File: config.mk
export PLATFORM = sky130hd
export DESIGN_NAME = uvas_dp
export DESIGN_NICKNAME = d
export VERILOG_FILES = /design/src/sv/assert_macros.svh /design/src/sv/uvas_pkg.sv /design/src/sv/uvas_ram.sv /design/src/sv/uvas_dp.sv
export SDC_FILE = /design/constraint.sdc
export NUM_CORES = 2
export LEC_CHECK = 0
export ABC_AREA = 1
export BUFFER_PORTS_ARGS = -buffer_cell sky130_fd_sc_hd__buf_2
export CAP_MARGIN = 20
export CORE_ASPECT_RATIO = 0.75
export CORE_MARGIN = 5
export CORE_UTILIZATION = 42
export DETAILED_ROUTE_END_ITERATION = 16
export GPL_ROUTABILITY_DRIVEN = 0
export PLACE_DENSITY = 0.56
export SYNTH_ARGS = -nofsm -noshare
export SYNTH_HDL_FRONTEND = slang
export SYNTH_SLANG_ARGS = --single-unit
export TNS_END_PERCENT = 100
File: constraint.sdc
create_clock -name clk_i -period 19.3 [get_ports clk_i]
set_input_delay 1.93 -clock clk_i [delete_from_list [all_inputs] [get_ports clk_i]]
set_output_delay 1.93 -clock clk_i [all_outputs]
set_load 0.005 [all_outputs]
File: src/sv/assert_macros.svh
// Assertion helpers included by the top-level RTL file.
`ifndef ASSERT_MACROS_SVH
`define ASSERT_MACROS_SVH

// Same-cycle implication, checked on the rising clock edge, off during reset.
`define ASSERT_IMP(name, clk, rst_n, ante, cons) \
  name: assert property (@(posedge clk) disable iff (!(rst_n)) (ante) |-> (cons)) \
    else $error("%m: same-cycle implication failed");

// Next-cycle implication, checked on the rising clock edge, off during reset.
`define ASSERT_NXT(name, clk, rst_n, ante, cons) \
  name: assert property (@(posedge clk) disable iff (!(rst_n)) (ante) |=> (cons)) \
    else $error("%m: next-cycle implication failed");

`endif

File: src/sv/uvas_pkg.sv
`timescale 1ns / 1ps

package uvas_pkg;

  // Field widths and default store size
  localparam int unsigned DEF_CAPACITY = 128;
  localparam int unsigned VALUE_W      = 32;
  localparam int unsigned STATUS_W     = 3;
  localparam int unsigned POS_W        = 7;
  localparam int unsigned FILL_W       = 8;

  // Result status codes
  typedef enum logic [STATUS_W-1:0] {
    ST_INSERTED  = 3'd0,
    ST_DELETED   = 3'd1,
    ST_DUPLICATE = 3'd2,
    ST_FULL      = 3'd3,
    ST_NOT_FOUND = 3'd4
  } status_e;

  // Input word
  typedef struct packed {
    logic                       action;
    logic signed [VALUE_W-1:0]  value;
  } in_word_t;

  // Result word
  typedef struct packed {
    logic [STATUS_W-1:0] status;
    logic [POS_W-1:0]    position;
    logic [FILL_W-1:0]   fill_count;
  } out_word_t;

  // Controller states
  typedef enum logic [1:0] {
    S_IDLE,
    S_SEARCH,
    S_SHIFT,
    S_RESP
  } state_e;

  // Datapath commands
  typedef enum logic [3:0] {
    DP_NONE,
    DP_LOAD,
    DP_NEXT,
    DP_INSERT,
    DP_DUP,
    DP_FULL,
    DP_NOTFOUND,
    DP_DELETE,
    DP_SHIFT
  } dp_op_e;

  // Datapath status back to the controller
  typedef struct packed {
    logic match;
    logic more;
    logic full;
    logic is_delete;
  } dp_stat_t;

endpackage

File: src/sv/uvas_ram.sv
`timescale 1ns / 1ps

module uvas_ram #(
  parameter int unsigned WIDTH  = 32,
  parameter int unsigned DEPTH  = 128,
  parameter int unsigned ADDR_W = (DEPTH > 1) ? $clog2(DEPTH) : 1
) (
  input  logic              clk_i,
  input  logic              we_i,
  input  logic [ADDR_W-1:0] waddr_i,
  input  logic [WIDTH-1:0]  wdata_i,
  input  logic [ADDR_W-1:0] raddr_i,
  output logic [WIDTH-1:0]  rdata_o
);

  logic [WIDTH-1:0] mem_q [DEPTH];
  logic [WIDTH-1:0] rdata_q;

  // Write one entry, register one read
  always_ff @(posedge clk_i) begin
    if (we_i) begin
      mem_q[waddr_i] <= wdata_i;
    end
    rdata_q <= mem_q[raddr_i];
  end

  assign rdata_o = rdata_q;

endmodule

File: src/sv/uvas_dp.sv
`timescale 1ns / 1ps

module uvas_dp #(
  parameter int unsigned CAPACITY = uvas_pkg::DEF_CAPACITY
) (
  input  logic                clk_i,
  input  logic                rst_ni,
  input  uvas_pkg::dp_op_e    op_i,
  input  uvas_pkg::in_word_t  cmd_i,
  output uvas_pkg::dp_stat_t  stat_o,
  output uvas_pkg::out_word_t rsp_o
);

  import uvas_pkg::*;

  localparam int unsigned IDX_W = (CAPACITY > 1) ? $clog2(CAPACITY) : 1;
  localparam int unsigned CNT_W = $clog2(CAPACITY + 1);

  logic               action_q, action_d;
  logic [VALUE_W-1:0] value_q, value_d;
  logic [IDX_W-1:0]   idx_q, idx_d;
  logic [CNT_W-1:0]   count_q, count_d;
  status_e            status_q, status_d;
  logic [POS_W-1:0]   pos_q, pos_d;

  logic               we;
  logic [IDX_W-1:0]   waddr;
  logic [VALUE_W-1:0] wdata;
  logic [IDX_W-1:0]   raddr;
  logic [VALUE_W-1:0] rdata;
  logic [CNT_W-1:0]   idx_ext;

  // Value store
  uvas_ram #(
    .WIDTH  (VALUE_W),
    .DEPTH  (CAPACITY),
    .ADDR_W (IDX_W)
  ) u_ram (
    .clk_i   (clk_i),
    .we_i    (we),
    .waddr_i (waddr),
    .wdata_i (wdata),
    .raddr_i (raddr),
    .rdata_o (rdata)
  );

  // Control registers
  always_ff @(posedge clk_i or negedge rst_ni) begin
    if (!rst_ni) begin
      count_q <= '0;
      idx_q   <= '0;
    end else begin
      count_q <= count_d;
      idx_q   <= idx_d;
    end
  end

  // Payload registers
  always_ff @(posedge clk_i) begin
    action_q <= action_d;
    value_q  <= value_d;
    status_q <= status_d;
    pos_q    <= pos_d;
  end

  // Decode command
  always_comb begin
    action_d = action_q;
    value_d  = value_q;
    idx_d    = idx_q;
    count_d  = count_q;
    status_d = status_q;
    pos_d    = pos_q;
    we       = 1'b0;
    waddr    = idx_q;
    wdata    = value_q;
    raddr    = idx_q + IDX_W'(1);
    case (op_i)
      DP_LOAD: begin
        action_d = cmd_i.action;
        value_d  = cmd_i.value;
        idx_d    = '0;
        raddr    = '0;
      end
      DP_NEXT: begin
        idx_d = idx_q + IDX_W'(1);
      end
      DP_INSERT: begin
        we       = 1'b1;
        waddr    = IDX_W'(count_q);
        status_d = ST_INSERTED;
        pos_d    = POS_W'(count_q);
        count_d  = count_q + CNT_W'(1);
      end
      DP_DUP: begin
        status_d = ST_DUPLICATE;
        pos_d    = POS_W'(idx_q);
      end
      DP_FULL: begin
        status_d = ST_FULL;
        pos_d    = '0;
      end
      DP_NOTFOUND: begin
        status_d = ST_NOT_FOUND;
        pos_d    = '0;
      end
      DP_DELETE: begin
        // Read the entry above the hit for the first shift move
        status_d = ST_DELETED;
        pos_d    = POS_W'(idx_q);
        count_d  = count_q - CNT_W'(1);
      end
      DP_SHIFT: begin
        // Move the fetched entry down one slot and fetch the next one
        we    = 1'b1;
        waddr = idx_q;
        wdata = rdata;
        idx_d = idx_q + IDX_W'(1);
        raddr = idx_q + IDX_W'(2);
      end
      default: begin
        we = 1'b0;
      end
    endcase
  end

  // Status flags; during a shift the count is already one lower
  assign idx_ext          = CNT_W'(idx_q);
  assign stat_o.match     = (idx_ext < count_q) && (rdata == value_q);
  assign stat_o.more      = (idx_ext + CNT_W'(1)) < count_q;
  assign stat_o.full      = count_q >= CNT_W'(CAPACITY);
  assign stat_o.is_delete = action_q;

  // Result word
  assign rsp_o.status     = status_q;
  assign rsp_o.position   = pos_q;
  assign rsp_o.fill_count = FILL_W'(count_q);

endmodule

==> summary.txt <==
vias per cell -> 5.83
pre-CTS WS -> 10680 ps
CP startpoint kind -> primary input
Remaining DRCs -> 0
Placement Rows -> 201
reg-to-reg endpoint -> u_ram.rdata_o[18]$_DFF_P_
Core Area -> 401000 um^2
slew margin rel. -> 0.208
count leader, synth -> nand3_1
CTS buffer count -> 409
Die W -> 743 um
Async SR Flop Fraction -> 0.00358
Die ar. -> 416000 um^2
CTS root buf -> clkbuf_16
Antenna Nets Post-Route -> 0
Internal Pwr Total -> 16.5 mW
GRT Resource Usage Total -> 0.258
Mapped Area -> 169000 um^2
first-pass GRT wire length -> 784 mm
H-Tree Depth -> 5
sw frac -> 0.369
RSZ-0062 raised after global routing -> no
1st-iter DRT viols -> 16000
Slew @ Worst Pin -> 1190 ps
post-synthesis adder-cell area fraction -> 0.00167
main combinational cell family by area after synthesis -> simple AND/OR/NAND/NOR gates
PD cells -> 138 nW/um^2
Longest Clk Path Bufs -> 4
hold depth -> 2
Detailed Place HPWL -> 291 mm
Hold-fix buffers, CTS -> 0
Mean Syn Cell Area -> 12.2 um^2
Post-Synth Simple-Gate Area -> 0.225
1st-pass router iterations -> 6
fin crit share -> 0.400
ranking of synthesized cells by area -> edfxtp_1 (73%), nand3_1 (14%), nand2_1 (7.8%)
crit path time final -> 7730 ps
xor/xnor share of the synthesized area -> 0.00140
Final Cell Area -> 189000 um^2
class of the most critical setup path -> in2reg
CP max FO -> 157
post-CTS setup buffer count -> 0
Layout area overhead -> 11.6%
count of flip-flops with a built-in enable after synthesis -> 4139
Seq pwr share -> 0.391
final-report setup violation count -> 0
mux cell area share after synthesis -> 0
synth cell count leaders -> nand3_1 (4787), edfxtp_1 (4139), nand2_1 (3537), buf_2 (579), clkbuf_1 (279)
Yosys top cell area share -> 0.734
layout cells sized above 1 -> 0.0800
die height -> 560 um
critical path arrival -> 8650 ps
setup ws final -> 11570 ps
syn nets -> 14000
Overflow after GRT -> 0
area leader, netlist -> edfxtp_1
maximum clock rate -> 129 MHz
Worst Min Path Start -> count_q[7]$_DFFE_PN0P_
Seq/Total Area, Yosys -> 0.740
number of clock sinks -> 4186
Max-cap violations -> 0
clk slew on worst S/H paths -> 60 ps
final wirelength -> 554 mm
hold violation total from the final report -> 0
status -> complete, no violations
PnR Total Power -> 26.1 mW
Post-Route Setup TNS -> 0 ps
R2R setup slack -> 12800 ps
Sw Pwr -> 9.61 mW
hold path endpoint -> count_q[7]$_DFFE_PN0P_
largest net degree at the start of global routing -> 198
Synth Area in Compound Gates -> 0.00257
Worst Skew -> 58.1 ps
r2r startpoint -> idx_q[0]$_DFFE_PN0P_
Worst EP required -> 20220 ps
clock network power share -> 0.303
wire length per cell -> 28.5 um
Starting Density -> 0.423
io pins -> 61
vias in the first global route -> 104000
Leak -> 64.3 nW
IO buf count -> 60
Clock Latency Late Sink -> 1010 ps
Netlist cell types -> 36
Post-DP Area -> 176000 um^2
Ys Warns -> 0
CTS tree -> done
combinational power share -> 0.307
Reg2Reg Depth -> 15
post_cts resized -> 0
via count -> 113000
Main synth FF type -> edfxtp_1
Seq cells post-synth -> 4186
Syn Inst Count -> 13900
worst min path class -> reg2reg
Final Slew Violations -> 0
maximum vdd drop -> 0.147 mV
initial antenna violation count -> 24
Nets -> 13800
Crit. End Element -> flop
## registers in the layout, indices dropped and copies added (netlist names)
signal and cells:
u_ram.mem_q 4096, u_ram.rdata_o 32, value_q 32, count_q 8, idx_q 7, pos_q 7
status_q 3, action_q 1
## power groups by stage
stage                     Combinational, mW  Sequential (mW)  Clock, mW
after floorplan                        4.83             10.4          0
after global placement                 7.80             10.4          0
after detailed placement               7.83             10.4          0
after CTS                              7.85             10.2       8.00
after global routing                   8.52             10.2       8.38
final                                  7.99             10.2       7.89
## final cells by class
class | count | area [um^2]
sequential | 4186 | 125000
antenna | 13 | 32.5
tap | 5379 | 6730
clock inverter | 213 | 2080
timing repair buffer | 380 | 3060
clock buffer | 538 | 10900
multi-input combinational | 8646 | 40400
fill | 35400 | 212000
inverter | 76 | 305
## cells by family after synthesis
| logic type | count (synthesis) |
|---|---|
| AOI/OAI and AO/OA | 74 |
| adders and majority gates | 22 |
| DFF | 4186 |
| xor gates and xnor gates | 27 |
| and+or+nand+nor | 8523 |
| buffers and inverters | 1070 |
## per-layer routing
layer / wire length, um / track usage / vias up
met1: 241000 / 0.393 / 56800
met3: 63000 / 0.0639 / 811
li1: - / - / 49900
met2: 230000 / 0.358 / 5818
met5: 27 / 0 / -
met4: 20600 / 0.0876 / 4
## layout by cell type, fill, tap and decap left out, types with 21 or more instances in the layout
master / n
inv_1: 68
o21ai_0: 21
dfxtp_1: 32
nor2_1: 30
clkinv_2: 54
nor2_4: 128
nand2_1: 3511
bufinv_16: 31
buf_2: 60
edfxtp_1: 4139
clkbuf_16: 412
nand2_4: 21
clkbuf_1: 110
clkinv_1: 99
buf_12: 25
buf_4: 293
ha_1: 21
nand3_1: 4786
## metrics by stage
stage | cells | hold WS (ps) | utilization
floorplan | 13900 | 503 | -
global placement | 18700 | 533 | 0.439
detailed placement | 18700 | 547 | 0.439
CTS | 19400 | 564 | 0.471
global route | 19400 | 600 | 0.471
finish | 19400 | 557 | 0.471
## worst max-delay path by stage
stage / start / end / depth (start not counted)
2_1_floorplan: op_i[0] / u_ram.mem_q[0][0]$_DFFE_PP_ / 5
3_3_place_gp: op_i[0] / u_ram.rdata_o[18]$_DFF_P_ / 18
3_5_place_dp: op_i[0] / u_ram.rdata_o[18]$_DFF_P_ / 18
4_1_cts: op_i[0] / u_ram.rdata_o[18]$_DFF_P_ / 18
5_1_grt: op_i[0] / u_ram.rdata_o[18]$_DFF_P_ / 18
6_report: op_i[0] / u_ram.rdata_o[18]$_DFF_P_ / 18
## worst max-delay path, stage by stage
cell	delay (ps)
buf_2	120
nor2_2	260
nand2_4	320
nand2_4	330
nand2_4	350
nand2_8	620
buf_4	700
buf_4	880
buf_12	660
buf_4	790
nand2_1	100
nand3_1	110
nand3_1	100
nand3_1	150
nand3_1	240
nand3_1	300
nand3_1	110
nand2_1	90
No activity file was read; power rests on OpenSTA's default activity.
