===== src/sv/assert_macros.svh =====
// Assertion helpers included by the top-level RTL file.
`ifndef ASSERT_MACROS_SVH
`define ASSERT_MACROS_SVH

// Same-cycle implication, checked on the rising clock edge, off during reset.
`define ASSERT_IMP(name, clk, rst_n, ante, cons) \
  name: assert property (@(posedge clk) disable iff (!(rst_n)) (ante) |-> (cons)) \
    else $error("%m: same-cycle implication failed");

// Next-cycle implication, checked on the rising clock edge, off during reset.
`define ASSERT_NXT(name, clk, rst_n, ante, cons) \
  name: assert property (@(posedge clk) disable iff (!(rst_n)) (ante) |=> (cons)) \
    else $error("%m: next-cycle implication failed");

`endif


===== src/sv/uvas_pkg.sv =====
`timescale 1ns / 1ps

package uvas_pkg;

  // Field widths and default store size
  localparam int unsigned DEF_CAPACITY = 128;
  localparam int unsigned VALUE_W      = 32;
  localparam int unsigned STATUS_W     = 3;
  localparam int unsigned POS_W        = 7;
  localparam int unsigned FILL_W       = 8;

  // Result status codes
  typedef enum logic [STATUS_W-1:0] {
    ST_INSERTED  = 3'd0,
    ST_DELETED   = 3'd1,
    ST_DUPLICATE = 3'd2,
    ST_FULL      = 3'd3,
    ST_NOT_FOUND = 3'd4
  } status_e;

  // Input word
  typedef struct packed {
    logic                       action;
    logic signed [VALUE_W-1:0]  value;
  } in_word_t;

  // Result word
  typedef struct packed {
    logic [STATUS_W-1:0] status;
    logic [POS_W-1:0]    position;
    logic [FILL_W-1:0]   fill_count;
  } out_word_t;

  // Controller states
  typedef enum logic [1:0] {
    S_IDLE,
    S_SEARCH,
    S_SHIFT,
    S_RESP
  } state_e;

  // Datapath commands
  typedef enum logic [3:0] {
    DP_NONE,
    DP_LOAD,
    DP_NEXT,
    DP_INSERT,
    DP_DUP,
    DP_FULL,
    DP_NOTFOUND,
    DP_DELETE,
    DP_SHIFT
  } dp_op_e;

  // Datapath status back to the controller
  typedef struct packed {
    logic match;
    logic more;
    logic full;
    logic is_delete;
  } dp_stat_t;

endpackage


===== src/sv/uvas_ctrl.sv =====
`timescale 1ns / 1ps

module uvas_ctrl (
  input  logic              clk_i,
  input  logic              rst_ni,
  input  logic              start_i,
  input  uvas_pkg::dp_stat_t stat_i,
  output uvas_pkg::dp_op_e  op_o,
  output logic              busy_o,
  output logic              done_o
);

  import uvas_pkg::*;

  state_e state_q, state_d;

  // Hold state
  always_ff @(posedge clk_i or negedge rst_ni) begin
    if (!rst_ni) begin
      state_q <= S_IDLE;
    end else begin
      state_q <= state_d;
    end
  end

  // Next state
  always_comb begin
    state_d = state_q;
    case (state_q)
      S_IDLE: begin
        if (start_i) state_d = S_SEARCH;
      end
      S_SEARCH: begin
        if (stat_i.match) begin
          state_d = (stat_i.is_delete && stat_i.more) ? S_SHIFT : S_RESP;
        end else if (!stat_i.more) begin
          state_d = S_RESP;
        end
      end
      S_SHIFT: begin
        if (!stat_i.more) state_d = S_RESP;
      end
      S_RESP: begin
        state_d = S_IDLE;
      end
      default: state_d = S_IDLE;
    endcase
  end

  // Outputs
  always_comb begin
    op_o   = DP_NONE;
    busy_o = 1'b1;
    done_o = 1'b0;
    case (state_q)
      S_IDLE: begin
        busy_o = 1'b0;
        if (start_i) op_o = DP_LOAD;
      end
      S_SEARCH: begin
        if (stat_i.match) begin
          op_o = stat_i.is_delete ? DP_DELETE : DP_DUP;
        end else if (stat_i.more) begin
          op_o = DP_NEXT;
        end else if (stat_i.is_delete) begin
          op_o = DP_NOTFOUND;
        end else if (stat_i.full) begin
          op_o = DP_FULL;
        end else begin
          op_o = DP_INSERT;
        end
      end
      S_SHIFT: begin
        op_o = DP_SHIFT;
      end
      S_RESP: begin
        done_o = 1'b1;
      end
      default: begin
        op_o = DP_NONE;
      end
    endcase
  end

endmodule


===== config.mk =====
export PLATFORM = sky130hd
export DESIGN_NAME = uvas_ctrl
export DESIGN_NICKNAME = d
export VERILOG_FILES = /design/src/sv/assert_macros.svh /design/src/sv/uvas_pkg.sv /design/src/sv/uvas_ctrl.sv
export SDC_FILE = /design/constraint.sdc
export NUM_CORES = 1
export LEC_CHECK = 0
export ABC_AREA = 0
export BUFFER_PORTS_ARGS = -buffer_cell sky130_fd_sc_hd__buf_4
export CORE_AREA = 2 2 39 41
export CTS_CLUSTER_DIAMETER = 100
export DETAILED_ROUTE_END_ITERATION = 7
export DIE_AREA = 0 0 41 43
export GPL_ROUTABILITY_DRIVEN = 0
export PLACE_DENSITY = 0.38
export SYNTH_ARGS = -nofsm -noshare
export SYNTH_HDL_FRONTEND = slang
export SYNTH_SLANG_ARGS = --single-unit

===== constraint.sdc =====
create_clock -name clk_i -period 2 [get_ports clk_i]
set_input_delay 0.5 -clock clk_i [delete_from_list [all_inputs] [get_ports clk_i]]
set_output_delay 0.5 -clock clk_i [all_outputs]
set_load 0.02 [all_outputs]

==> run summary, run 1 <==
DRT
----------------------------------------------------------------------------------------------------
Via/cell ratio                                                                                 3.923
Pre-Repair DR Iteration Count                                                                      2
Routed wire per std cell                                                                    8.808 um
Post-detailed-routing wire length                                                             458 um
Remaining antenna violation count after routing                                                    0
First DRT Iteration DRCs                                                                           1
DR DRC count                                                                                       0
Detailed-route via count                                                                         204

FINISH
----------------------------------------------------------------------------------------------------
Largest register FFs                                                                               2
Fraction of layout cells with a size suffix above 1                                           55.56%
Net count reported at finish                                                                      45
Most flop-heavy register                                                                     state_q
Post-synthesis to final-layout area growth                                                    76.26%
Non-Filler Instances                                                                              52
Antenna diode instance count                                                                       0
Biggest registers after layout                                                           state_q (2)

CLOCK TREE
----------------------------------------------------------------------------------------------------
CTS Buf Count                                                                                      3
Master cell of the clock root buffer                                                    sky130_fd_sc_hd__clkbuf_4
Hold-fix buffers, CTS                                                                              0
Total number of H-tree levels                                                                      1
Clock-pin slew reported for the worst setup and hold paths after clock tree synthesis        0.03 ns
CTS tree                                                                                         yes
Clock insertion delay at the later pin of the skew report                                    0.22 ns
CTS Sinks                                                                                          2
Post_cts resized                                                                                   0
Post-CTS Setup Repair Bufs                                                                         0
Clock tree buffer depth                                                                            2

WORST SETUP PATH
----------------------------------------------------------------------------------------------------
Critical path required time                                                                  1.50 ns
Capture instance of the worst register-to-register path                                   state_q[0]
CP cell instances                                                                       buf_4 -> nor3_1 -> a21oi_1 -> a211oi_2 -> buf_4
Kind of end point of the critical path                                                    output pin
Data arrival time of the critical path                                                       1.25 ns
Startpoint kind of the worst setup timing path                                            input port
Slowest stage cell, crit path                                                           sky130_fd_sc_hd__a211oi_2
Worst-path maximum fanout                                                                          6
Start-to-end type of the worst setup path                                               input port to output pin
Reg-to-reg setup timing slack                                                                0.97 ns
CP startpoint                                                                              stat_i[3]
Delay of the slowest cell on the worst path                                                  0.21 ns
Cell type with the highest occurrence count on the critical path                        sky130_fd_sc_hd__buf_4
RR Startpoint                                                                             state_q[0]
Top Family by Delay on Critical Path                                                    buffers and inverters
Worst reg2reg path depth                                                                           2
Number of buffer and inverter instances along the worst setup path                                 2

FLOORPLAN
----------------------------------------------------------------------------------------------------
Core region area                                                                           1384 um^2
Number of top-level design ports                                                                  13
Row count                                                                                         14
Chip width                                                                                     41 um
Initial core utilization                                                                      12.57%
DIE AREA                                                                                   1763 um^2
Die Y                                                                                          43 um

PLACE
----------------------------------------------------------------------------------------------------
Buffers added on ports                                                                            12
# placed instances                                                                                49

JOB
----------------------------------------------------------------------------------------------------
Max-capacitance violation count                                                                    0

RUN STATUS
----------------------------------------------------------------------------------------------------
Run status                                                                              finished, final reports clean

HOLD PATH
----------------------------------------------------------------------------------------------------
Hold crit path type                                                                     input port to asynchronous set/reset pin

STA
----------------------------------------------------------------------------------------------------
Final total negative setup slack                                                                0 ns
Final setup skew                                                                        0.0001859 ns
Crit share post-route                                                                         87.71%
RSZ-0062 raised after global routing                                                              no
Max-Slew Margin vs Limit                                                                      85.68%
Final number of setup-violating endpoints                                                          0
Actual transition at the worst max-transition pin                                          0.2148 ns
Clock period minus final worst setup slack                                                  1.754 ns
Max-slew violation count                                                                           0
Highest Clock Rate                                                                         570.1 MHz
Final Hold Viols                                                                                   0

GLOBAL ROUTE
----------------------------------------------------------------------------------------------------
Number of antenna violations at the first check in global routing                                  0
Overall track demand over capacity in global routing                                          6.225%
Total gr overflow                                                                                  0
Global-route wire length before repair                                                        676 um
Largest net degree at the start of global routing                                                  9
Vias in the first global route                                                                   188

LOGIC SYNTHESIS
----------------------------------------------------------------------------------------------------
Share of flip-flops with an asynchronous set or reset after synthesis                         100.0%
Count leader, synth                                                                     sky130_fd_sc_hd__nor2_1
Count of flip-flops with a built-in enable after synthesis                                         0
Net Count, Synth                                                                                  28
Area of the mapped netlist                                                                173.9 um^2
Distinct cell type count of the synthesized netlist                                               14
Portion of the post-synthesis area used by sequential elements                                28.78%
Register bit count reported by yosys                                                               2
Fraction of synthesized cell area taken by the top area cell type                             28.78%
Cells after Synth                                                                                 21
Area contributors post-synth                                                            sky130_fd_sc_hd__dfrtp_1 29%, sky130_fd_sc_hd__and2b_2 10%, sky130_fd_sc_hd__o21a_1 8.6%, sky130_fd_sc_hd__a211oi_2 7.2%, sky130_fd_sc_hd__nor2_1 6.5%
Most used DFF post-synth                                                                sky130_fd_sc_hd__dfrtp_1
Number of warnings reported in the yosys synthesis log                                             0
Mean post-synth cell area                                                                 8.282 um^2
Cell taking the most area after synthesis                                               sky130_fd_sc_hd__dfrtp_1

POWER
----------------------------------------------------------------------------------------------------
Total Power Consumption                                                                     477.5 uW
P per Cell Area                                                                         1558 nW/um^2
Leakage power summed over all cells                                                        0.1483 nW
Worst voltage drop across the vdd grid                                                     0.4543 mV

-- per-layer routing --
layer	global-route usage [%]	vias up	share of wire (%)	routed length, um
li1	-	106	-	-
met1	7.074	88	46	210
met2	6.563	10	41	188
met3	3.665	0	13	60
met4	8.000	0	0	0
met5	0	-	0	0
-- power by group --
group          total, mW  switching, mW  internal, mW
Clock             0.0906         0.0242        0.0663
Sequential        0.0945         0.0330        0.0615
Combinational      0.292          0.140         0.152
-- final cells by class --
| class | count | area, um^2 |
|---|---|---|
| clock buffer | 3 | 22.52 |
| fill | 175 | 1077 |
| timing repair buffer | 12 | 90.09 |
| multi-input combinational | 18 | 120.1 |
| inverter | 1 | 3.754 |
| sequential | 2 | 50.05 |
| tap | 16 | 20.02 |
-- worst max path at each step --
stage                    to  slack (ns)  cells after the start
finish              op_o[0]        0.25                      5
global route        op_o[0]        0.18                      5
CTS                 op_o[0]        0.23                      5
detailed placement  op_o[0]        0.23                      5
global placement    op_o[0]        0.24                      5
floorplan           op_o[0]        0.38                      3
-- per-stage QoR --
step | cell area (um^2) | setup slack, ns | util, % | hold slack (ns)
4_1_cts | 306.5 | 0.2327 | 22.15 | 0.04096
3_5_place_dp | 284.0 | 0.2342 | 20.52 | 0.2827
3_3_place_gp | 284.0 | 0.2410 | 20.52 | 0.2822
5_1_grt | 306.5 | 0.1781 | 22.15 | 0.04150
2_1_floorplan | 173.9 | 0.3776 | - | 0.2044
6_report | 306.5 | 0.2459 | 22.15 | 0.04950
-- layout by cell type, fill, tap and decap left out, types with 2 or more instances in the layout --
master                      n
sky130_fd_sc_hd__o21ai_0    2
sky130_fd_sc_hd__clkbuf_4   3
sky130_fd_sc_hd__a21oi_1    2
sky130_fd_sc_hd__and2b_2    2
sky130_fd_sc_hd__o21a_1     2
sky130_fd_sc_hd__dfrtp_1    2
sky130_fd_sc_hd__buf_4     12
sky130_fd_sc_hd__nor2_1     3
-- cells by family (layout without fill, tap and decap cells) --
group	after synthesis	after routing	share of synthesized area, %
buffers and inverters	1	16	2.156
AO/OA/AOI/OAI	8	8	33.09
AND/OR/NAND/NOR	10	10	35.98
flip-flops	2	2	28.78
Power figures use the tool's default switching activity.
==> inputs of run 2 (changes only) <==
CELL_PAD_IN_SITES_DETAIL_PLACEMENT = 2   (was unset)
CELL_PAD_IN_SITES_GLOBAL_PLACEMENT = 2   (was unset)
HOLD_SLACK_MARGIN = 0.15   (was unset)
PLACE_DENSITY = 0.6   (was 0.38)
==> run 2 against run 1 <==
Sequential share of layout area is 0.52 points lower. Largest cell class unchanged. Global-route usage is 3.3 points higher. Critical path type unchanged. Routed wire length up 36%. Count of clock-buffer cells in the layout did not move. Power is 1.6% higher. First-iteration DRC count unchanged.
==> run summary, run 2 (synthesis results as in run 1) <==
PLACE
----------------------------------------------------------------------------------------------------
# placed instances                                                                                49
Buffers added on ports                                                                            12
Detail Placement HPWL                                                                       473.2 um
Area post-placement                                                                       284.0 um^2

FINISH
----------------------------------------------------------------------------------------------------
Post-synthesis to final-layout area growth                                                    82.01%
Fill cell total of the finished layout                                                           167
Largest register FFs                                                                               2
FF+latch area                                                                             50.05 um^2
Net count reported at finish                                                                      46
Biggest registers after layout                                                           state_q (2)
Area of combinational cells with multiple inputs                                          120.1 um^2
Antenna diode instance count                                                                       0
Most flop-heavy register                                                                     state_q
Commonest non-fill, non-tap cell in the layout                                          sky130_fd_sc_hd__buf_4
Fraction of layout cells with a size suffix above 1                                           54.05%
Final core utilization                                                                        22.88%
Summed area of non-filler cells in the final layout                                       316.6 um^2
Non-Filler Instances                                                                              53
Most frequent cells in the layout                                                       12 x sky130_fd_sc_hd__buf_4, 3 x sky130_fd_sc_hd__nor2_1, 3 x sky130_fd_sc_hd__clkbuf_4

POWER
----------------------------------------------------------------------------------------------------
Fraction of power consumed by sequential logic                                                 20.0%
Design internal power                                                                       281.3 uW
Leakage power summed over all cells                                                        0.1525 nW
Share of total power in combinational logic                                                    61.8%
Net Switching                                                                               203.7 uW
Worst voltage drop across the vdd grid                                                     0.4537 mV
Switching share of power                                                                      42.01%
P per Cell Area                                                                         1532 nW/um^2
Clock group share of total power                                                               18.2%

FLOORPLAN
----------------------------------------------------------------------------------------------------
Initial core utilization                                                                      12.57%
Row count                                                                                         14
DIE AREA                                                                                   1763 um^2
Core region area                                                                           1384 um^2
Die Y                                                                                          43 um
Chip width                                                                                     41 um
Number of top-level design ports                                                                  13

CLOCK TREE
----------------------------------------------------------------------------------------------------
Clock insertion delay at the later pin of the skew report                                    0.22 ns
CTS tree                                                                                         yes
Clock tree buffer depth                                                                            2
CTS Sinks                                                                                          2
Master cell of the clock root buffer                                                    sky130_fd_sc_hd__clkbuf_4
Total number of H-tree levels                                                                      1
CTS Buf Count                                                                                      3
Post-CTS Setup Repair Bufs                                                                         0
Clock-pin slew reported for the worst setup and hold paths after clock tree synthesis        0.03 ns

STA
----------------------------------------------------------------------------------------------------
Max-slew violation count                                                                           0
Final number of setup-violating endpoints                                                          0
RSZ-0062 raised after global routing                                                              no
Final total negative setup slack                                                                0 ns
Crit share post-route                                                                         87.18%
Clock period minus final worst setup slack                                                  1.744 ns
Max-Slew Margin vs Limit                                                                      83.88%
Final Hold Viols                                                                                   0
Actual transition at the worst max-transition pin                                          0.2393 ns
Final setup skew                                                                        0.00009928 ns
Highest Clock Rate                                                                         573.5 MHz

RUN STATUS
----------------------------------------------------------------------------------------------------
Run status                                                                              finished, final reports clean

DRT
----------------------------------------------------------------------------------------------------
Top layer in use                                                                                met3
Detailed-route via count                                                                         232
First DRT Iteration DRCs                                                                           1
Routed wire length on met2                                                                    347 um
DR DRC count                                                                                       0
Remaining antenna violation count after routing                                                    0
Pre-Repair DR Iteration Count                                                                      2
Amount of wire on met3 after detailed routing                                                  48 um
Routed wire per std cell                                                                    11.72 um
Sum of routed wire segments on met1                                                           225 um
Via/cell ratio                                                                                 4.377
Post-detailed-routing wire length                                                             621 um

WORST SETUP PATH
----------------------------------------------------------------------------------------------------
Kind of end point of the critical path                                                    output pin
Data arrival time of the critical path                                                       1.24 ns
Startpoint kind of the worst setup timing path                                            input port
Start-to-end type of the worst setup path                                               input port to output pin
Critical path required time                                                                  1.50 ns
Worst-path maximum fanout                                                                          6

GLOBAL ROUTE
----------------------------------------------------------------------------------------------------
Total gr overflow                                                                                  0
Largest net degree at the start of global routing                                                  9
Global-route wire length before repair                                                      1.104 mm
Vias in the first global route                                                                   252
Overall track demand over capacity in global routing                                          9.548%
Number of antenna violations at the first check in global routing                                  0

HOLD PATH
----------------------------------------------------------------------------------------------------
Hold crit path type                                                                     input port to flip-flop

JOB
----------------------------------------------------------------------------------------------------
Max-capacitance violation count                                                                    0

## run 2: power by group through the flow
stage	Combinational [mW]	Clock, mW	Sequential [mW]
global route	0.330	0.103	0.106
CTS	0.305	0.0958	0.0995
floorplan	0.187	0	0.0874
finish	0.300	0.0883	0.0970
global placement	0.296	0	0.0977
detailed placement	0.302	0	0.0993
## run 2: stage by stage
step	setup slack (ns)	total power [mW]	hold slack [ns]
2_1_floorplan	0.3776	0.2741	0.2044
6_report	0.2564	0.4850	0.5466
3_5_place_dp	0.2459	0.4015	0.2831
5_1_grt	0.1134	0.5392	0.5463
3_3_place_gp	0.2542	0.3941	0.2821
4_1_cts	0.2455	0.5000	0.5391
## run 2: timing repair
item / in CTS / in global routing
gates resized for setup: 0 / 0
hold buffers: 1 / 0
endpoints found under the hold margin: 2 / 0
## run 2: layer usage
metal	up-vias	track usage [%]
li1	109	-
met3	0	2.094
met1	114	9.677
met4	0	8.000
met2	9	15.31
met5	-	0
## run 2: path summary, 6_finish.rpt
path	startpoint	end	slack (ns)	cells after the start
worst min register to register	state_q[1]	state_q[0]	0.71	2
worst max-delay path	stat_i[3]	op_o[0]	0.26	5
min in group asynchronous	rst_ni	state_q[1]	0.62	2
max in group asynchronous	rst_ni	state_q[0]	1.30	2
worst max register to register	state_q[0]	state_q[0]	0.96	2
worst min-delay path	start_i	state_q[0]	0.55	2
## run 2: critical path: stages
cell and delay (ns):
sky130_fd_sc_hd__buf_4 0.13, sky130_fd_sc_hd__nor3_1 0.17, sky130_fd_sc_hd__a21oi_1 0.07, sky130_fd_sc_hd__a211oi_2 0.20, sky130_fd_sc_hd__buf_4 0.16
## run 2: final cells by class
class                   count  share of cell area [%]
flip-flops and latches      2                   15.81
multi-input cells          18                   37.94
well taps                  16                   6.324
inverters                   1                   1.186
clock buffers               3                   7.115
repair buffers             13                   31.62
==> inputs of run 3 (changes only) <==
CTS_BUF_LIST = sky130_fd_sc_hd__clkbuf_8 sky130_fd_sc_hd__clkbuf_16   (was unset)
HOLD_SLACK_MARGIN = unset   (was 0.15)
==> run 3 against run 2 <==
Clock power grew 77%. Die area is the same. Sequential power barely moved. Critical endpoint unchanged. Non-clock buffer count is 1 lower. Critical path depth unchanged. Largest power group unchanged. Power rose by 14%. Hold slack got worse by 0.48 ns. Register-to-register slack is essentially flat. Global-route usage is 0.10 points lower.
==> run summary, run 3 (synthesis results as in run 1) <==
RUN STATUS
----------------------------------------------------------------------------------------------------
Run status                                                                              finished, final reports clean

CLOCK TREE
----------------------------------------------------------------------------------------------------
Clock insertion delay at the later pin of the skew report                                    0.21 ns
Post-CTS Setup Repair Bufs                                                                         0
CTS Sinks                                                                                          2
CTS tree                                                                                         yes
Master cell of the clock root buffer                                                    sky130_fd_sc_hd__clkbuf_8
Post_cts resized                                                                                   0
Clock tree buffer depth                                                                            2
CTS Buf Count                                                                                      3
Clock-pin slew reported for the worst setup and hold paths after clock tree synthesis        0.03 ns
Total number of H-tree levels                                                                      1
Hold-fix buffers, CTS                                                                              0

PLACE
----------------------------------------------------------------------------------------------------
Area post-placement                                                                       284.0 um^2
Detail Placement HPWL                                                                       473.2 um
Buffers added on ports                                                                            12
# placed instances                                                                                49

POWER
----------------------------------------------------------------------------------------------------
Leakage power summed over all cells                                                        0.1561 nW
Total Power Consumption                                                                     551.3 uW
P per Cell Area                                                                         1695 nW/um^2
Worst voltage drop across the vdd grid                                                     0.5644 mV

DRT
----------------------------------------------------------------------------------------------------
Routed wire per std cell                                                                    11.81 um
Pre-Repair DR Iteration Count                                                                      2
DR DRC count                                                                                       0
First DRT Iteration DRCs                                                                           1
Remaining antenna violation count after routing                                                    0
Detailed-route via count                                                                         227
Post-detailed-routing wire length                                                             614 um
Via/cell ratio                                                                                 4.365

HOLD PATH
----------------------------------------------------------------------------------------------------
Hold crit path type                                                                     input port to asynchronous set/reset pin

FINISH
----------------------------------------------------------------------------------------------------
Non-Filler Instances                                                                              52
Most frequent cells in the layout                                                       12 x sky130_fd_sc_hd__buf_4, 3 x sky130_fd_sc_hd__nor2_1, 3 x sky130_fd_sc_hd__clkbuf_8
Largest register FFs                                                                               2
Commonest non-fill, non-tap cell in the layout                                          sky130_fd_sc_hd__buf_4
Most flop-heavy register                                                                     state_q
Final core utilization                                                                        23.51%
Post-synthesis to final-layout area growth                                                    87.05%
Fill cell total of the finished layout                                                           166
Summed area of non-filler cells in the final layout                                       325.3 um^2
Fraction of layout cells with a size suffix above 1                                           55.56%
Biggest registers after layout                                                           state_q (2)
Net count reported at finish                                                                      45
Antenna diode instance count                                                                       0

WORST SETUP PATH
----------------------------------------------------------------------------------------------------
RR Startpoint                                                                             state_q[0]
Reg-to-reg setup timing slack                                                                0.96 ns
Top Family by Delay on Critical Path                                                    buffers and inverters
Cell type with the highest occurrence count on the critical path                        sky130_fd_sc_hd__buf_4
Number of buffer and inverter instances along the worst setup path                                 2
Worst reg2reg path depth                                                                           2
Start-to-end type of the worst setup path                                               input port to output pin
Data arrival time of the critical path                                                       1.24 ns
Worst-path maximum fanout                                                                          6
Delay of the slowest cell on the worst path                                                  0.20 ns
Critical path required time                                                                  1.50 ns
Termination of the worst setup path                                                          op_o[0]
Total number of cells along the worst setup path                                                   5
Startpoint kind of the worst setup timing path                                            input port
Slowest stage cell, crit path                                                           sky130_fd_sc_hd__a211oi_2
CP startpoint                                                                              stat_i[3]
Kind of end point of the critical path                                                    output pin
Capture instance of the worst register-to-register path                                   state_q[0]
CP cell instances                                                                       buf_4 -> nor3_1 -> a21oi_1 -> a211oi_2 -> buf_4

FLOORPLAN
----------------------------------------------------------------------------------------------------
DIE AREA                                                                                   1763 um^2
Initial core utilization                                                                      12.57%
Number of top-level design ports                                                                  13
Chip width                                                                                     41 um
Core region area                                                                           1384 um^2
Die Y                                                                                          43 um
Row count                                                                                         14

STA
----------------------------------------------------------------------------------------------------
Final number of setup-violating endpoints                                                          0
Max-slew violation count                                                                           0
Highest Clock Rate                                                                         573.5 MHz
Max-Slew Margin vs Limit                                                                      83.88%
RSZ-0062 raised after global routing                                                              no
Crit share post-route                                                                         87.18%
Final setup skew                                                                        0.00001057 ns
Actual transition at the worst max-transition pin                                          0.2393 ns
Final Hold Viols                                                                                   0
Clock period minus final worst setup slack                                                  1.744 ns
Final total negative setup slack                                                                0 ns

GLOBAL ROUTE
----------------------------------------------------------------------------------------------------
Total gr overflow                                                                                  0
Number of antenna violations at the first check in global routing                                  0
Largest net degree at the start of global routing                                                  9
Vias in the first global route                                                                   249
Global-route wire length before repair                                                      1.097 mm
Overall track demand over capacity in global routing                                          9.447%

JOB
----------------------------------------------------------------------------------------------------
Max-capacitance violation count                                                                    0

## run 3: worst min path at each step
stage	start	to	slack [ns]	cells past startpoint
final	rst_ni	state_q[1]	0.07	1
after global routing	rst_ni	state_q[1]	0.06	1
after CTS	rst_ni	state_q[0]	0.06	1
after detailed placement	rst_ni	state_q[0]	0.28	1
after global placement	rst_ni	state_q[1]	0.28	1
after floorplan	rst_ni	state_q[0]	0.20	0
## run 3: per-layer routing
layer | vias to the layer above | wire length, um | part of all wire [%] | GRT usage, %
met5 | - | 0 | 0 | 0
met3 | 0 | 48 | 7.8 | 2.094
met2 | 9 | 332 | 54 | 14.69
li1 | 107 | - | - | -
met1 | 111 | 233 | 38 | 10.00
met4 | 0 | 0 | 0 | 8.000
## run 3: power breakdown
group          internal [mW]  switching, mW  total (mW)
clock network          0.127         0.0294       0.156
registers             0.0615         0.0355      0.0970
logic                  0.152          0.145       0.298
total                  0.341          0.210       0.551
## run 3: cell type report
cell class | instances | area (um^2) | area share (%)
multi-input combinational | 18 | 120.1 | 36.92
clock buffer | 3 | 41.29 | 12.69
inverter | 1 | 3.754 | 1.154
tap | 16 | 20.02 | 6.154
sequential | 2 | 50.05 | 15.38
timing repair buffer | 12 | 90.09 | 27.69
## run 3: stage by stage
stage	setup WS, ns	hold slack, ns
after global routing	0.1134	0.05818
after floorplan	0.3776	0.2044
after CTS	0.2455	0.06277
after detailed placement	0.2459	0.2831
final	0.2564	0.06872
after global placement	0.2542	0.2821
